### config.mk
export PLATFORM = sky130hd
export DESIGN_NAME = presence_and_growth_anomaly_detector
export DESIGN_NICKNAME = d
export VERILOG_FILES = /design/src/hw/rtl/pgad_pkg.sv /design/src/hw/rtl/pgad_cfg.sv /design/src/hw/rtl/pgad_dev.sv /design/src/hw/rtl/pgad_base.sv /design/src/hw/rtl/presence_and_growth_anomaly_detector.sv
export SDC_FILE = /design/constraint.sdc
export NUM_CORES = 1
export LEC_CHECK = 0
export BUFFER_PORTS_ARGS = -buffer_cell sky130_fd_sc_hd__buf_2
export CAP_MARGIN = 10
export CORE_MARGIN = 3
export CORE_UTILIZATION = 45
export CTS_CLUSTER_DIAMETER = 150
export CTS_CLUSTER_SIZE = 20
export DETAILED_ROUTE_END_ITERATION = 10
export MAX_ROUTING_LAYER = met4
export PLACE_DENSITY = 0.72
export SLEW_MARGIN = 25
export SYNTH_ARGS = -nofsm -noshare
export SYNTH_HDL_FRONTEND = slang
export SYNTH_SLANG_ARGS = --single-unit
### constraint.sdc
create_clock -name clock -period 6.2 [get_ports clock]
set_input_delay 0.31 -clock clock [delete_from_list [all_inputs] [get_ports clock]]
set_output_delay 0.31 -clock clock [all_outputs]
set_load 0.02 [all_outputs]
### src/hw/rtl/pgad_pkg.sv
// package for the presence and growth anomaly detector
// holds register indexes, reset values, shared structs and the night window function
// depends on nothing
`default_nettype none

package pgad_pkg;

   localparam int unsigned HOUR_W      = 5;
   localparam int unsigned PCT_W       = 8;
   localparam int unsigned CSR_IDX_W   = 3;
   localparam int unsigned CSR_DATA_W  = 8;
   localparam int unsigned REQ_COUNT_W = 16;
   localparam int unsigned RSP_COUNT_W = 16;
   localparam int unsigned PCT_SCALE_W = 7;

   // register indexes on the csr port
   localparam logic [CSR_IDX_W-1:0] CSR_NIGHT_START    = 3'd0;
   localparam logic [CSR_IDX_W-1:0] CSR_NIGHT_END      = 3'd1;
   localparam logic [CSR_IDX_W-1:0] CSR_GROWTH_PERCENT = 3'd2;
   localparam logic [CSR_IDX_W-1:0] CSR_ALERT_RND      = 3'd3;

   // register reset values
   localparam logic [HOUR_W-1:0] NIGHT_START_RST    = 5'd0;
   localparam logic [HOUR_W-1:0] NIGHT_END_RST      = 5'd6;
   localparam logic [PCT_W-1:0]  GROWTH_PERCENT_RST = 8'd50;
   localparam logic              ALERT_RND_RST      = 1'b0;

   // percent scale used in the growth compare
   localparam logic [PCT_SCALE_W-1:0] PCT_SCALE = 7'd100;

   // item kinds
   localparam logic KIND_DEVICE = 1'b0;
   localparam logic KIND_PASS   = 1'b1;

   typedef struct packed {
      logic [HOUR_W-1:0] night_start;
      logic [HOUR_W-1:0] night_end;
      logic [PCT_W-1:0]  growth_percent;
      logic              alert_on_randomized;
   } cfg_type;

   typedef struct packed {
      logic [HOUR_W-1:0] hour_of_day;
      logic              is_online;
      logic              already_announced;
      logic              online_last_pass;
      logic              mac_randomized;
      logic              vendor_known;
   } dev_in_type;

   typedef struct packed {
      logic new_device_event;
      logic new_device_warning;
      logic night_activity_event;
      logic unknown_vendor_event;
      logic missing_event;
      logic returned_event;
      logic announced_next;
      logic online_last_pass_next;
   } dev_out_type;

   // empty when bounds match, wraps past midnight when end is below start
   function automatic logic hour_in_night(input logic [HOUR_W-1:0] h,
                                          input logic [HOUR_W-1:0] s,
                                          input logic [HOUR_W-1:0] e);
      logic r;
      if (s == e) begin
         r = 1'b0;
      end else if (s < e) begin
         r = (h >= s) && (h < e);
      end else begin
         r = (h >= s) || (h < e);
      end
      return r;
   endfunction

endpackage

`default_nettype wire

### src/hw/rtl/pgad_cfg.sv
// configuration registers of the anomaly detector
// plain write port decoded into a cfg_type struct; uses pgad_pkg
`default_nettype none

module pgad_cfg (
   input  wire logic                              clock,
   input  wire logic                              reset,
   input  wire logic                              csr_wr_en,
   input  wire logic [pgad_pkg::CSR_IDX_W-1:0]    csr_index,
   input  wire logic [pgad_pkg::CSR_DATA_W-1:0]   csr_wdata,
   output pgad_pkg::cfg_type                      cfg
);

   pgad_pkg::cfg_type cfg_ff;
   pgad_pkg::cfg_type cfg_in;

   always_comb begin
      cfg_in = cfg_ff;
      if (csr_wr_en) begin
         unique case (csr_index)
            pgad_pkg::CSR_NIGHT_START: cfg_in.night_start = csr_wdata[pgad_pkg::HOUR_W-1:0];
            pgad_pkg::CSR_NIGHT_END:   cfg_in.night_end   = csr_wdata[pgad_pkg::HOUR_W-1:0];
            pgad_pkg::CSR_GROWTH_PERCENT:
               cfg_in.growth_percent = csr_wdata[pgad_pkg::PCT_W-1:0];
            pgad_pkg::CSR_ALERT_RND:   cfg_in.alert_on_randomized = csr_wdata[0];
            default: begin
               cfg_in = cfg_ff;
            end
         endcase
      end
   end

   always_ff @(posedge clock) begin
      if (reset) begin
         cfg_ff.night_start         <= pgad_pkg::NIGHT_START_RST;
         cfg_ff.night_end           <= pgad_pkg::NIGHT_END_RST;
         cfg_ff.growth_percent      <= pgad_pkg::GROWTH_PERCENT_RST;
         cfg_ff.alert_on_randomized <= pgad_pkg::ALERT_RND_RST;
      end else begin
         cfg_ff <= cfg_in;
      end
   end

   assign cfg = cfg_ff;

endmodule

`default_nettype wire

### src/hw/rtl/pgad_dev.sv
// device record classifier: new, night, unknown vendor, missing, returned
// pure combinational; uses pgad_pkg
`default_nettype none

module pgad_dev (
   input  wire logic                 kind,
   input  wire pgad_pkg::cfg_type    cfg,
   input  wire pgad_pkg::dev_in_type dev_in,
   output pgad_pkg::dev_out_type     dev_out
);

   logic is_new;
   logic night;
   logic announce;

   always_comb begin
      is_new   = !dev_in.already_announced && dev_in.is_online;
      night    = pgad_pkg::hour_in_night(dev_in.hour_of_day, cfg.night_start, cfg.night_end);
      // randomized macs stay quiet unless enabled
      announce = !(dev_in.mac_randomized && !cfg.alert_on_randomized);
      dev_out  = '0;
      if (kind == pgad_pkg::KIND_DEVICE) begin
         if (is_new) begin
            dev_out.new_device_event     = announce;
            dev_out.new_device_warning   = announce && night;
            dev_out.night_activity_event = announce && night;
            dev_out.unknown_vendor_event = announce && !dev_in.mac_randomized
                                           && !dev_in.vendor_known;
            dev_out.announced_next        = 1'b1;
            dev_out.online_last_pass_next = 1'b1;
         end else begin
            dev_out.missing_event  = dev_in.online_last_pass && !dev_in.is_online;
            dev_out.returned_event = !dev_in.online_last_pass && dev_in.is_online;
            dev_out.announced_next        = dev_in.already_announced;
            dev_out.online_last_pass_next = dev_in.is_online;
         end
      end
   end

endmodule

`default_nettype wire

### src/hw/rtl/pgad_base.sv
// online count baseline: priming, growth compare and quarter-step tracking
// holds the baseline state; uses pgad_pkg
`default_nettype none

module pgad_base #(
   parameter int unsigned COUNT_WIDTH = 16
) (
   input  wire logic                          clock,
   input  wire logic                          reset,
   input  wire logic                          item_go,
   input  wire logic                          is_pass,
   input  wire logic [COUNT_WIDTH-1:0]        count,
   input  wire logic [pgad_pkg::PCT_W-1:0]    growth_percent,
   output logic                               growth,
   output logic [COUNT_WIDTH-1:0]             base_after
);

   localparam int unsigned PROD_W = COUNT_WIDTH + pgad_pkg::PCT_W + 1;

   logic [COUNT_WIDTH-1:0]    base_ff;
   logic [COUNT_WIDTH-1:0]    base_in;
   logic                      primed_ff;
   logic                      primed_in;
   logic [pgad_pkg::PCT_W:0]  factor;
   logic [PROD_W-1:0]         lhs;
   logic [PROD_W-1:0]         rhs;
   logic                      grew;
   logic signed [COUNT_WIDTH:0] diff;
   logic signed [COUNT_WIDTH:0] step;
   logic [COUNT_WIDTH:0]      sum;
   logic [COUNT_WIDTH-1:0]    next_base;

   always_comb begin
      factor = (pgad_pkg::PCT_W + 1)'(pgad_pkg::PCT_SCALE) + {1'b0, growth_percent};
      lhs    = PROD_W'(count) * PROD_W'(pgad_pkg::PCT_SCALE);
      rhs    = PROD_W'(base_ff) * PROD_W'(factor);
      grew   = primed_ff && (base_ff != '0) && (count > base_ff) && (lhs >= rhs);

      // quarter step, truncated toward zero
      diff = $signed({1'b0, count}) - $signed({1'b0, base_ff});
      step = diff >>> 2;
      if (diff[COUNT_WIDTH] && (diff[1:0] != 2'b00)) begin
         step = step + (COUNT_WIDTH + 1)'(1);
      end
      sum = {1'b0, base_ff} + $unsigned(step);

      next_base  = primed_ff ? sum[COUNT_WIDTH-1:0] : count;
      growth     = is_pass && grew;
      base_after = is_pass ? next_base : base_ff;

      base_in   = base_ff;
      primed_in = primed_ff;
      if (item_go && is_pass) begin
         base_in   = next_base;
         primed_in = 1'b1;
      end
   end

   always_ff @(posedge clock) begin
      if (reset) begin
         base_ff   <= '0;
         primed_ff <= 1'b0;
      end else begin
         base_ff   <= base_in;
         primed_ff <= primed_in;
      end
   end

endmodule

`default_nettype wire

### src/hw/rtl/presence_and_growth_anomaly_detector.sv
// top level of the presence and growth anomaly detector
// instantiates pgad_cfg, pgad_dev and pgad_base; uses pgad_pkg
// usage
//   req_* carries one item: a device status record (kind 0) or an end of
//   pass with the online count (kind 1). rsp_* returns exactly one result
//   item for every accepted item, in order. both channels use valid/stall:
//   an item moves at a rising edge with valid high and stall low.
//   csr_* writes the four registers (night start, night end, growth percent,
//   randomized alert); write only while no item is in flight.
// timing
//   an accepted item waits in the input register, and its result is loaded
//   into the result register once that is free, which raises rsp_valid.
//   one item per cycle is sustained while rsp_stall stays low; a pass item
//   sees the baseline left by the one before it.
// stall
//   with rsp_stall high the result holds; the input register still takes
//   one item, and req_stall rises only once both registers are full.
// reset
//   registers go to their defaults (night 0 to 6, growth 50, randomized off),
//   the baseline to zero and unprimed, and both stages to empty.
`default_nettype none

module presence_and_growth_anomaly_detector #(
   parameter int unsigned COUNT_WIDTH = 16
) (
   input  wire logic                                  clock,
   input  wire logic                                  reset,
   // configuration port
   input  wire logic                                  csr_wr_en,
   input  wire logic [pgad_pkg::CSR_IDX_W-1:0]        csr_index,
   input  wire logic [pgad_pkg::CSR_DATA_W-1:0]       csr_wdata,
   // item input
   input  wire logic                                  req_valid,
   output logic                                       req_stall,
   input  wire logic                                  req_kind,
   input  wire logic [pgad_pkg::HOUR_W-1:0]           req_hour_of_day,
   input  wire logic                                  req_is_online,
   input  wire logic                                  req_already_announced,
   input  wire logic                                  req_online_last_pass,
   input  wire logic                                  req_mac_randomized,
   input  wire logic                                  req_vendor_known,
   input  wire logic [pgad_pkg::REQ_COUNT_W-1:0]      req_online_count,
   // result output
   output logic                                       rsp_valid,
   input  wire logic                                  rsp_stall,
   output logic                                       rsp_new_device_event,
   output logic                                       rsp_new_device_warning,
   output logic                                       rsp_night_activity_event,
   output logic                                       rsp_unknown_vendor_event,
   output logic                                       rsp_missing_event,
   output logic                                       rsp_returned_event,
   output logic                                       rsp_growth_event,
   output logic                                       rsp_announced_next,
   output logic                                       rsp_online_last_pass_next,
   output logic [pgad_pkg::RSP_COUNT_W-1:0]           rsp_baseline_now
);

   pgad_pkg::cfg_type      cfg;

   // input register
   logic                   s1_vld_ff;
   logic                   s1_vld_in;
   logic                   s1_kind_ff;
   pgad_pkg::dev_in_type   s1_dev_ff;
   logic [COUNT_WIDTH-1:0] s1_count_ff;

   // result register
   logic                   rsp_vld_ff;
   logic                   rsp_vld_in;
   pgad_pkg::dev_out_type  rsp_dev_ff;
   logic                   rsp_growth_ff;
   logic [pgad_pkg::RSP_COUNT_W-1:0] rsp_base_ff;

   // handshake
   logic                   req_take;
   logic                   s1_move;
   logic                   out_free;

   pgad_pkg::dev_out_type  dev_out;
   logic                   growth;
   logic [COUNT_WIDTH-1:0] base_after;

   pgad_cfg u_cfg (
      .clock     (clock),
      .reset     (reset),
      .csr_wr_en (csr_wr_en),
      .csr_index (csr_index),
      .csr_wdata (csr_wdata),
      .cfg       (cfg)
   );

   pgad_dev u_dev (
      .kind    (s1_kind_ff),
      .cfg     (cfg),
      .dev_in  (s1_dev_ff),
      .dev_out (dev_out)
   );

   pgad_base #(
      .COUNT_WIDTH (COUNT_WIDTH)
   ) u_base (
      .clock          (clock),
      .reset          (reset),
      .item_go        (s1_move),
      .is_pass        (s1_kind_ff == pgad_pkg::KIND_PASS),
      .count          (s1_count_ff),
      .growth_percent (cfg.growth_percent),
      .growth         (growth),
      .base_after     (base_after)
   );

   // result register frees up when empty or being taken this cycle
   always_comb begin
      out_free   = !rsp_vld_ff || !rsp_stall;
      s1_move    = s1_vld_ff && out_free;
      req_stall  = s1_vld_ff && !out_free;
      req_take   = req_valid && !req_stall;
      s1_vld_in  = req_take || (s1_vld_ff && !s1_move);
      rsp_vld_in = s1_move || (rsp_vld_ff && rsp_stall);
   end

   always_ff @(posedge clock) begin
      if (reset) begin
         s1_vld_ff  <= 1'b0;
         rsp_vld_ff <= 1'b0;
      end else begin
         s1_vld_ff  <= s1_vld_in;
         rsp_vld_ff <= rsp_vld_in;
      end
   end

   // input payload
   always_ff @(posedge clock) begin
      if (req_take) begin
         s1_kind_ff                  <= req_kind;
         s1_dev_ff.hour_of_day       <= req_hour_of_day;
         s1_dev_ff.is_online         <= req_is_online;
         s1_dev_ff.already_announced <= req_already_announced;
         s1_dev_ff.online_last_pass  <= req_online_last_pass;
         s1_dev_ff.mac_randomized    <= req_mac_randomized;
         s1_dev_ff.vendor_known      <= req_vendor_known;
         s1_count_ff                 <= COUNT_WIDTH'(req_online_count);
      end
   end

   // result payload
   always_ff @(posedge clock) begin
      if (s1_move) begin
         rsp_dev_ff    <= dev_out;
         rsp_growth_ff <= growth;
         rsp_base_ff   <= pgad_pkg::RSP_COUNT_W'(base_after);
      end
   end

   assign rsp_valid                 = rsp_vld_ff;
   assign rsp_new_device_event      = rsp_dev_ff.new_device_event;
   assign rsp_new_device_warning    = rsp_dev_ff.new_device_warning;
   assign rsp_night_activity_event  = rsp_dev_ff.night_activity_event;
   assign rsp_unknown_vendor_event  = rsp_dev_ff.unknown_vendor_event;
   assign rsp_missing_event         = rsp_dev_ff.missing_event;
   assign rsp_returned_event        = rsp_dev_ff.returned_event;
   assign rsp_growth_event          = rsp_growth_ff;
   assign rsp_announced_next        = rsp_dev_ff.announced_next;
   assign rsp_online_last_pass_next = rsp_dev_ff.online_last_pass_next;
   assign rsp_baseline_now          = rsp_base_ff;

endmodule

`default_nettype wire

# == Yosys cells after proc, flatten, opt, wreduce, memory -nomap -nowiden ==
# Index checks and enable logic that the tools add are counted.
# op_classes
n_addsub,4
n_mux,6
magnitude_cmp,5
n_mul,2
bitwise,1
n_reduce_logical,44
n_eq_ne,4
# ops
operator,n
16-bit 2-to-1 mux,3
23-bit by 25-bit >= comparator with 1-bit output,1
16-bit by 9-bit multiplier with 25-bit output,1
"16-bit by 5-bit multiplier with 21-bit output, second input constant",1
1-bit logical AND,19
16-bit by 16-bit subtractor with 17-bit output,1
"15-bit by 2-bit adder with 16-bit output, second input constant",1
16-bit adder,1
16-bit greater-than comparator,1
16-bit nonzero test,1
1-bit zero test,12
5-bit less-than comparator,2
"7-bit by 8-bit adder with 9-bit output, first input constant",1
2-bit AND reduction,4
"3-bit by 2-bit == test with 1-bit output, second input constant",2
5-bit == test,1
5-bit >= comparator,1
1-bit logical OR,4
2-bit OR reduction,2
"3-bit by 1-bit == test with 1-bit output, second input constant",1
3-bit zero test,1
1-bit 2-to-1 mux,2
2-bit 2-to-1 mux,1
2-bit nonzero test,1
1-bit NOT,1
# word_totals
input_bits,43
output_inout_bits,27
reg_bits,89
word_cells,91

# == Depth between registers and ports, before layout ==
# Gate-level depths: netlist of run 1.
# depth
depth_word,7
depth_mapped,30
depth_no_buf,29

# == Cells and area by module ==
# A second synthesis of run 1 with hierarchy kept.
# unflattened
cells_unflattened,1361
hier_area_um2,12243.0
# modules_own_cells
mod,seq_area_each_um2,area_per_inst_um2,n_inst,cells_each
pgad_base,340.3,9371.5,1,1164
presence_and_growth_anomaly_detector,1601.5,1647.8,1,62
pgad_cfg,380.4,812.0,1,79
pgad_dev,0.0,411.6,1,56

# == Worst setup path before layout of run 1 ==
# Ideal clock, no wire load.
# synth_timing
path_kind,register to register
startpoint,reg u_cfg.cfg[3] (netlist name)
endpoint,reg rsp_growth_ff (netlist: rsp_growth_event) (data pin)
synth_period_minus_slack_ps,6889
t_required_ps,5944
setup_ps,256
stages_incl_launch_ff,27
arrival_ps,6633
path_buffers,1
setup_slack_ps,-689
cell_sequence,dfxtp_1 ha_1 a21oi_1 a21boi_0 clkbuf_1 and2_1 fa_1 inv_1 fa_1 fa_1 fa_1 inv_1 ha_1 a21o_1 a21o_1 or3_1 a211oi_1 nor3b_1 or3_1 xnor2_1 ha_1 or4_1 o211ai_1 nor4_1 o21ai_0 a21oi_1 and4b_1
# synth_between
elab_chain_len,5
# synth_lines
item,line_no,text
7-bit by 8-bit adder with 9-bit output,pgad_base.sv:34,"factor = (pgad_pkg::PCT_W + 1)'(pgad_pkg::PCT_SCALE) + {1'b0, growth_percent};"
16-bit by 9-bit multiplier with 25-bit output,pgad_base.sv:36,rhs = PROD_W'(base_ff) * PROD_W'(factor);
23-bit by 25-bit >= comparator with 1-bit output,pgad_base.sv:37,grew = primed_ff && (base_ff != '0) && (count > base_ff) && (lhs >= rhs);
1-bit logical AND,pgad_base.sv:37,
1-bit logical AND,pgad_base.sv:48,growth = is_pass && grew;
via growth,presence_and_growth_anomaly_detector.sv:80,logic growth;
to (signal assigned),presence_and_growth_anomaly_detector.sv:150,rsp_growth_ff <= growth;
to (decl),presence_and_growth_anomaly_detector.sv:71,logic rsp_growth_ff;
# The timed path passes the listed nets, and every way through them passes these cells.
# A chain may end at the register's enable or synchronous reset.

# == Worst setup path in the final report of run 1 ==
# layout_timing
startpoint,reg u_cfg.cfg[3] (netlist name)
endpoint,reg rsp_growth_ff (netlist: rsp_growth_event) (data pin)
# layout_between
elab_chain_len,5
# layout_lines
item,line_no
7-bit by 8-bit adder with 9-bit output,pgad_base.sv:34
16-bit by 9-bit multiplier with 25-bit output,pgad_base.sv:36
23-bit by 25-bit >= comparator with 1-bit output,pgad_base.sv:37
1-bit logical AND,pgad_base.sv:37
1-bit logical AND,pgad_base.sv:48
via growth,presence_and_growth_anomaly_detector.sv:80
# The timed path passes the listed nets, and every way through them passes these cells.

==> reports/summary.txt, run 1 <==
crit path kind - reg2reg
violated checks - negative setup slack
most common cell after layout, fill and taps aside - inv_1
Max transition margin - 34.1%
Clock Skew - 0.0155 ns
DP Wirelength - 25500 µm
most used cell, CP - fa_1
final hold viol count - 0
Top FF cell, synth - edfxtp_1
core area - 26500 µm²
share of the yosys chip area belonging to registers - 18.6%
final wirelength - 31200 µm
First DRT Iteration DRCs - 689
TritonRoute pass-1 iters - 5
Cell variety after synth - 78
CTS root buffer - clkbuf_16
worst reg2reg path endpoint - rsp_growth_event
IO buf count - 69
wire per inst - 16.7 µm
Synth Register Bits - 89
nets - 1851
Tmin final - 6.44 ns
placement row count - 59
Crit-path slowest cell - fa_1
Data arrival, critical path - 6.55 ns
clk slew on worst S/H paths - 0.08 ns
Hold EP - s1_dev_ff[4]
initial antenna violation count - 0
Psw - 1.03 mW
Avg Cell Area, Syn - 8.77 µm²
largest net degree at the start of global routing - 41
share of cells above drive strength 1 - 14.9%
CTS tree - yes
Synth-to-Final Area Change - 15.0%
Worst Tran Pin Value - 0.987 ns
min-delay src - req_is_online
PD cells - 186 nW/µm²
drt drc - 0
Die Ht - 171 µm
Slowest Stage Delay on Critical Path - 0.54 ns
Critical Path, Cell by Cell - nand3_4, nor3b_4, buf_6, xnor2_4, and2_1, fa_1, fa_1, fa_1, fa_1, ha_4, a21o_1, a21o_1, or3_1, a211oi_2, nor3b_2, or3_1, xnor2_1, ha_1, or4_4, o211ai_1, nor4_1, o21ai_1, a21oi_1, and4b_1
Int Pwr - 1.60 mW
VDD IR max - 0.115 mV
period utilisation layout - 104%
CTS Buffer Depth - 2
Fmax - 0.155 GHz
Seq pwr share - 26.4%
clock sink total - 89
Post-CTS Hold Buffers - 0
non-filler cells, final - 1870
reg2reg path depth - 24
Net Count, Synth - 1725
clock latency on the worst-skew pair - 0.36 ns
Design Power - 2.63 mW
fillers - 2342
setup slack after layout - -0.236 ns
Fin Hold WS - 0.124 ns
Die ar. - 29400 µm²
ys async rst share - 0%
CP Max Fanout - 6
setup violators final - 1
Critical Path End Type - flop
TritonCTS buffer count - 9
Critical R2R Launch - u_cfg.cfg[3]
Final Max Tran Viols - 0
Vias/cell - 5.45
multi-input logic area - 9170 µm²
placed cells - 1848
Storage cell area - 2300 µm²
critical path launch point type - flop
synthesis warning total - 0
unrepaired setup endpoints after global routing - yes
die width - 171 µm
Max-Cap Viols - 0
Worst Hold Class - in2reg
sw frac - 39.0%
total gr overflow - 0
number of flops mapped to enable cells by yosys - 51
clock power share - 23.3%
Gate power share - 50.2%
ant diodes - 0
post-place setup slack - -0.398 ns
Synth Cell Area - 12300 µm²
Starting Density - 46.5%
DRT antenna net count - 0
Total GRT Usage - 22.3%
setup TNS - -0.236 ns
most frequent cells in the layout - 222 x inv_1, 160 x ha_1, 112 x fa_1
cell count after synthesis - 1404
first-pass GRT wire length - 50600 µm
GP Congestion - 0.928
Pleak - 6.76 nW
reg-to-reg slack, setup - -0.24 ns
vias - 10.2k
status - finished with violations
via count of the first global-routing pass - 10.2k
H-tree levels - 3
Worst Hold Depth - 1
Crit path required time - 6.32 ns
Ports - 70
==> cell type report <==
cell class | count | share of cell area (%)
clock buffers | 13 | 2.15
repair buffers | 166 | 7.75
clock inverters | 3 | 0.168
well taps | 335 | 2.96
flip-flops and latches | 89 | 16.3
inverters | 223 | 5.91
multi-input cells | 1041 | 64.8
==> worst max-delay path: cells and delay by family, from the launching register on <==
family / cells / cell delay [ns]
buffers and inverters: 1 / 0.17
AND/OR/NAND/NOR: 9 / 2.08
AO/OA/AOI/OAI: 6 / 0.93
XOR/XNOR: 2 / 0.29
flip-flops: 1 / 0.38
adder cells (fa/ha/maj): 6 / 2.33
==> cell usage after synthesis (4+ instances only) <==
library cell  count  share of area, %
a21oi_1          81               3.3
and2_1           74               3.8
a31oi_1           9              0.46
o211ai_1          6              0.37
nand2b_1         33               1.7
nor2_1          108               3.3
nand2_1          84               2.6
or3_1             9              0.46
a211oi_1         26               1.6
xnor2_1          46               3.3
edfxtp_1         51                12
o21ai_0          34               1.4
mux2i_1          20               1.6
a211o_1           5              0.36
inv_1           222               6.8
o31ai_1           4              0.24
nand4_1           6              0.30
and3_1           17              0.86
a221oi_1          4              0.28
a21o_1           18               1.1
clkbuf_1         46               1.4
a311oi_1          5              0.36
nor4_1            7              0.36
nor2b_1          17              0.86
nor3b_1           4              0.24
o21a_1            6              0.37
dfxtp_1          38               6.2
ha_1            166                17
fa_1            112                18
nor3_1           21              0.85
xor2_1           20               1.4
o21bai_1          6              0.37
nand3_1          30               1.2
==> routing by layer <==
| layer | wire length, µm | share of wire (%) | up-vias | track usage, % |
|---|---|---|---|---|
| li1 | - | - | 4962 | - |
| met5 | 0 | 0 | - | - |
| met1 | 13400 | 43 | 4901 | 27.8 |
| met2 | 14900 | 48 | 255 | 36.4 |
| met3 | 1200 | 3.9 | 65 | 2.25 |
| met4 | 1700 | 5.5 | 0 | 11.1 |
==> timing repair <==
| item | in CTS | in global routing |
|---|---|---|
| cloned | 1 | 0 |
| endpoints found under the setup margin | 1 | 2 |
| pin swaps | 6 | 1 |
| buffers inserted | 5 | 0 |
| gates resized for setup | 14 | 7 |
==> cells by family (layout without fill, tap and decap cells) <==
logic type      Yosys count  after routing  share of synthesized area (%)
fa+ha+maj               278            278                           35.1
mux                      21             21                           1.72
xor+xnor                 66             67                           4.69
flops                    89             89                           18.6
compound gates          246            246                           13.5
simple gates            429            429                           17.8
buf+inv                 275            405                           8.61
==> registers in the layout, indices dropped and copies added, names as in the netlist <==
| name | flops |
|---|---|
| rsp_announced_next | 1 |
| rsp_baseline_now | 16 |
| rsp_growth_event | 1 |
| rsp_missing_event | 1 |
| rsp_new_device_event | 1 |
| rsp_night_activity_event | 1 |
| rsp_online_last_pass_next | 1 |
| rsp_returned_event | 1 |
| rsp_unknown_vendor_event | 1 |
| rsp_valid | 1 |
| s1_count_ff | 16 |
| s1_dev_ff | 10 |
| s1_kind_ff | 1 |
| s1_vld_ff | 1 |
| u_base.base_ff | 16 |
| u_base.primed_ff | 1 |
| u_cfg.cfg | 19 |
==> how the worst max path moves through the flow <==
stage,startpoint,cells after the start,slack [ns],to
detailed placement,u_cfg.cfg[4],26,-0.40,rsp_growth_event
global placement,u_cfg.cfg[4],26,-0.24,rsp_growth_event
finish,u_cfg.cfg[3],24,-0.24,rsp_growth_event
global route,u_cfg.cfg[4],26,-0.52,rsp_growth_event
floorplan,u_cfg.cfg[3],25,0.005,rsp_growth_event
CTS,u_cfg.cfg[3],26,-0.18,rsp_growth_event
==> metrics by stage <==
step | cell area, µm² | util [%]
CTS | 14100 | 53.3
detailed placement | 13700 | 51.7
global route | 14200 | 53.4
floorplan | 12500 | -
global placement | 13700 | 51.7
finish | 14200 | 53.4
==> power by group through the flow <==
stage	Combinational [mW]	Sequential, mW	Clock (mW)
floorplan	0.931	0.700	0
global placement	1.25	0.707	0
detailed placement	1.28	0.707	0
CTS	1.31	0.695	0.629
global route	1.51	0.698	0.647
finish	1.32	0.696	0.614
No activity file was read; power rests on OpenSTA's default activity.
==> run 2, diff against run 1 <==
--- a/config.mk
+++ b/config.mk
@@ -12,8 +12,8 @@
 export CTS_CLUSTER_DIAMETER = 150
 export CTS_CLUSTER_SIZE = 20
 export DETAILED_ROUTE_END_ITERATION = 10
-export MAX_ROUTING_LAYER = met4
 export PLACE_DENSITY = 0.72
+export REMOVE_ABC_BUFFERS = 1
 export SLEW_MARGIN = 25
 export SYNTH_ARGS = -nofsm -noshare
 export SYNTH_HDL_FRONTEND = slang
==> constraint.sdc (replaced) <==
create_clock -name clock -period 6.2 [get_ports clock]
set_input_delay 0.31 -clock clock [delete_from_list [all_inputs] [get_ports clock]]
set_output_delay 0.31 -clock clock [all_outputs]
set_load 0.1 [all_outputs]
==> reports/summary.txt, run 2 (synthesis gave the netlist of run 1 again) <==
ant diodes - 0
fin util - 54.7%
Post-CTS Hold Buffers - 0
final hold viol count - 0
reg2reg path depth - 30
CTS tree - yes
Synth-to-Final Area Change - 17.7%
wire per inst - 17.6 µm
Fmax - 0.156 GHz
fillers - 2327
Worst Tran Pin Value - 0.938 ns
Die ar. - 29400 µm²
most used cell, CP - fa_1
First DRT Iteration DRCs - 689
setup slack after layout - -0.227 ns
DP Wirelength - 27300 µm
share of cells above drive strength 1 - 18.9%
max FFs per register - 19
Total GRT Usage - 23.2%
PD cells - 189 nW/µm²
violated checks - negative setup slack
first-pass GRT wire length - 54000 µm
clk slew on worst S/H paths - 0.07 ns
Ports - 70
final wirelength - 33500 µm
DRT antenna net count - 0
status - finished with violations
period utilisation layout - 104%
crit path kind - reg2reg
Pleak - 6.85 nW
initial antenna violation count - 0
H-tree levels - 3
die width - 171 µm
nets - 1879
CP Max Fanout - 5
via count of the first global-routing pass - 10.5k
Clock Skew - 0.00658 ns
vias - 10.3k
Worst Hold Depth - 1
Critical Path End Type - flop
core area - 26500 µm²
Max-Cap Viols - 0
setup violators final - 1
drt drc - 0
Crit-path slowest cell - fa_1
largest net degree at the start of global routing - 41
TritonCTS buffer count - 9
total gr overflow - 0
CTS Buffer Depth - 2
Worst Hold Class - in2reg
GP Congestion - 0.950
Die Ht - 171 µm
TritonRoute pass-1 iters - 5
clock latency on the worst-skew pair - 0.36 ns
IO buf count - 69
CTS root buffer - clkbuf_16
unrepaired setup endpoints after global routing - yes
placement row count - 59
Design Power - 2.75 mW
Slowest Stage Delay on Critical Path - 0.55 ns
most common cell after layout, fill and taps aside - inv_1
critical path launch point type - flop
Vias/cell - 5.44
VDD IR max - 0.155 mV
Tmin final - 6.43 ns
Final Max Tran Viols - 0
Data arrival, critical path - 6.54 ns
Starting Density - 46.5%
clock sink total - 89
Crit path required time - 6.31 ns
Max transition margin - 37.1%
most frequent cells in the layout - 214 x inv_1, 154 x ha_1, 121 x buf_4
run 2: cell types whose count changed in the layout (fill, tap and decap cells not counted), sizes merged:
cell      before  now
xnor2         47   46
clkinvlp       0    1
clkinv         1    3
bufinv         0    1
buf          166  195
inv          225  224
clkbuf        13   10
run 2: area by class of cell:
cell class / count / area (µm²) / share of cell area (%)
timing repair buffer: 195 / 1330 / 9.16
tap: 335 / 419 / 2.89
clock inverter: 6 / 75.1 / 0.518
sequential: 89 / 2300 / 15.9
multi-input combinational: 1040 / 9310 / 64.2
inverter: 223 / 837 / 5.78
clock buffer: 10 / 229 / 1.58
run 2: worst max-delay path: cells and delay by family (launching register included):
family	cells	cell delay (ns)
fa+ha+maj	6	2.45
simple gates	9	1.78
buf+inv	9	0.82
compound gates	4	0.45
flops	1	0.37
xor+xnor	2	0.30
run 2: repair_timing:
| action | 4_1_cts | 5_1_grt |
|---|---|---|
| setup endpoints to repair | 1 | 2 |
| pin swaps | 60 | 16 |
| buffers inserted | 11 | 2 |
| gates resized for setup | 75 | 12 |
run 2: path summary, 6_finish.rpt:
check	slack, ns	to	startpoint
hold / removal	0.13	s1_count_ff[6]	req_online_count[6]
hold reg to reg	0.50	rsp_valid	s1_vld_ff
setup / recovery	-0.23	rsp_growth_event	u_cfg.cfg[4]
setup reg to reg	-0.23	rsp_growth_event	u_cfg.cfg[4]
run 2: metal layers:
layer	vias up	share of wire (%)	global-route usage [%]	routed length, µm
met4	0	1.9	5.32	629
met1	5004	46	32.5	15300
met2	244	48	38.8	16100
met5	-	0	0	0
li1	5021	-	-	-
met3	55	4.4	2.76	1460
run 2: power breakdown:
group | leakage (nW) | internal [mW] | switching (mW) | total [mW]
clock network | 0.145 | 0.319 | 0.262 | 0.581
registers | 0.800 | 0.657 | 0.0345 | 0.692
logic | 5.91 | 0.618 | 0.855 | 1.47
run 2: stage by stage:
step	setup WS, ns	hold slack, ns	instances	instance area (µm²)	setup TNS [ns]
global route	-0.435	0.114	1898	14500	-0.435
global placement	-0.701	0.485	1869	13700	-0.701
detailed placement	-0.869	0.488	1869	13700	-0.869
finish	-0.227	0.125	1898	14500	-0.227
floorplan	-0.873	0.382	1352	12100	-0.873
CTS	-0.286	0.117	1896	14400	-0.286
==> run 3, diff against run 2 <==
--- a/config.mk
+++ b/config.mk
@@ -13,6 +13,7 @@
 export CTS_CLUSTER_SIZE = 20
 export DETAILED_ROUTE_END_ITERATION = 10
 export PLACE_DENSITY = 0.72
+export RECOVER_POWER = 100
 export REMOVE_ABC_BUFFERS = 1
 export SLEW_MARGIN = 25
 export SYNTH_ARGS = -nofsm -noshare
==> reports/summary.txt, run 3 (synthesis gave the netlist of run 1 again) <==
status - finished with violations
violated checks - max-capacitance violations, max-slew violations, negative setup slack
CTS Buffer Depth - 2
setup violators final - 2
Die ar. - 29400 µm²
PD cells - 190 nW/µm²
Critical Path Source - u_cfg.cfg[4]
ant diodes - 0
first-pass GRT wire length - 54000 µm
CP Max Fanout - 5
DP Wirelength - 27300 µm
clk slew on worst S/H paths - 0.07 ns
Worst Tran Pin Value - 2.03 ns
reg-to-reg slack, setup - -0.24 ns
Vias/cell - 5.44
Tmin final - 6.44 ns
CP top delay family - adder cells
fillers - 2351
wire length on met1 - 15400 µm
met3 wire len - 1490 µm
Critical Path Stages - 30
total gr overflow - 0
final wirelength - 33500 µm
setup slack after layout - -0.237 ns
TritonCTS buffer count - 9
TritonRoute pass-1 iters - 5
via count of the first global-routing pass - 10.5k
initial antenna violation count - 0
clock latency on the worst-skew pair - 0.35 ns
Synth-to-Final Area Change - 17.0%
Final Max Tran Viols - 110
Critical Path End - rsp_growth_event
Crit path required time - 6.31 ns
nets - 1879
Starting Density - 46.5%
crit path kind - reg2reg
Slowest Stage Delay on Critical Path - 0.55 ns
Total GRT Usage - 23.2%
Pleak - 6.75 nW
setup TNS - -0.287 ns
max FFs per register - 19
Critical Path End Type - flop
core area - 26500 µm²
max layer used - met4
H-tree levels - 3
period utilisation layout - 104%
share of cells above drive strength 1 - 16.5%
clock sink total - 89
cell area after layout - 14400 µm²
First DRT Iteration DRCs - 774
placed cells - 1869
Max-Cap Viols - 3
most used cell, CP - fa_1
die width - 171 µm
placement row count - 59
Die Ht - 171 µm
Buf+Inv Stages, Crit Path - 9
wire per inst - 17.7 µm
GP Congestion - 0.950
Met2 Routed Length - 16000 µm
most frequent cells in the layout - 214 x inv_1, 154 x ha_1, 116 x buf_4
Max transition margin - -35.1%
vias - 10.3k
CTS root buffer - clkbuf_16
CTS tree - yes
non-filler cells, final - 1898
Critical R2R Launch - u_cfg.cfg[4]
Data arrival, critical path - 6.55 ns
most common cell after layout, fill and taps aside - inv_1
DRT antenna net count - 0
worst reg2reg path endpoint - rsp_growth_event
Crit-path slowest cell - fa_1
IO buf count - 69
reg2reg path depth - 30
area of placed instances - 13700 µm²
Ports - 70
Clock Skew - 0.00779 ns
critical path launch point type - flop
unrepaired setup endpoints after global routing - yes
Worst Hold Class - in2reg
largest net degree at the start of global routing - 41
VDD IR max - 0.154 mV
Fmax - 0.155 GHz
final hold viol count - 0
drt drc - 0
[run 3: worst min-delay path by stage]
stage	startpoint	endpoint	slack, ns	cells after the start
6_report	req_online_count[6]	s1_count_ff[6]	0.13	1
5_1_grt	req_hour_of_day[1]	s1_dev_ff[6]	0.11	1
4_1_cts	req_online_count[8]	s1_count_ff[8]	0.12	1
3_5_place_dp	req_online_count[9]	s1_count_ff[9]	0.49	1
3_3_place_gp	s1_vld_ff	rsp_valid	0.49	2
2_1_floorplan	reset	u_base.base_ff[14]	0.38	1
[run 3: layer usage]
metal / track usage [%] / up-vias
li1: - / 5026
met1: 32.5 / 5006
met2: 38.8 / 252
met3: 2.76 / 49
met4: 5.32 / 0
met5: 0 / -
[run 3: report_power, final]
group | leakage [nW] | switching [mW] | internal [mW] | total, mW
logic | 5.80 | 0.853 | 0.613 | 1.47
clock network | 0.145 | 0.259 | 0.319 | 0.578
registers | 0.800 | 0.0348 | 0.658 | 0.693
[run 3: stage by stage]
stage / hold WS (ns) / setup WS (ns) / util, % / power (mW)
floorplan: 0.382 / -0.873 / - / 1.66
global placement: 0.485 / -0.701 / 51.8 / 2.07
detailed placement: 0.488 / -0.869 / 51.8 / 2.10
CTS: 0.117 / -0.286 / 54.4 / 2.73
global route: 0.114 / -0.435 / 54.4 / 2.95
finish: 0.128 / -0.237 / 54.4 / 2.74
[run 3: area by class of cell]
| type | instances | area [µm²] | share of cell area [%] |
|---|---|---|---|
| multi-input cells | 1040 | 9270 | 64.3 |
| flip-flops and latches | 89 | 2300 | 16.0 |
| repair buffers | 195 | 1280 | 8.87 |
| inverters | 223 | 837 | 5.81 |
| well taps | 335 | 419 | 2.91 |
| clock buffers | 10 | 229 | 1.59 |
| clock inverters | 6 | 75.1 | 0.521 |
[run 3: timing repair]
action | 4_1_cts | 5_1_grt
hold buffers | 0 | 0
setup buffers | 11 | 2
pin swaps | 60 | 16
gates resized for setup | 75 | 12
endpoints found under the setup margin | 1 | 2
[run 3: worst register-to-register path: cells and delay by family, from the launching register on]
kind            cells  cell delay (ns)
fa+ha+maj           6             2.45
simple gates        9             1.78
buf+inv             9             0.83
compound gates      4             0.45
flops               1             0.36
xor+xnor            2             0.30
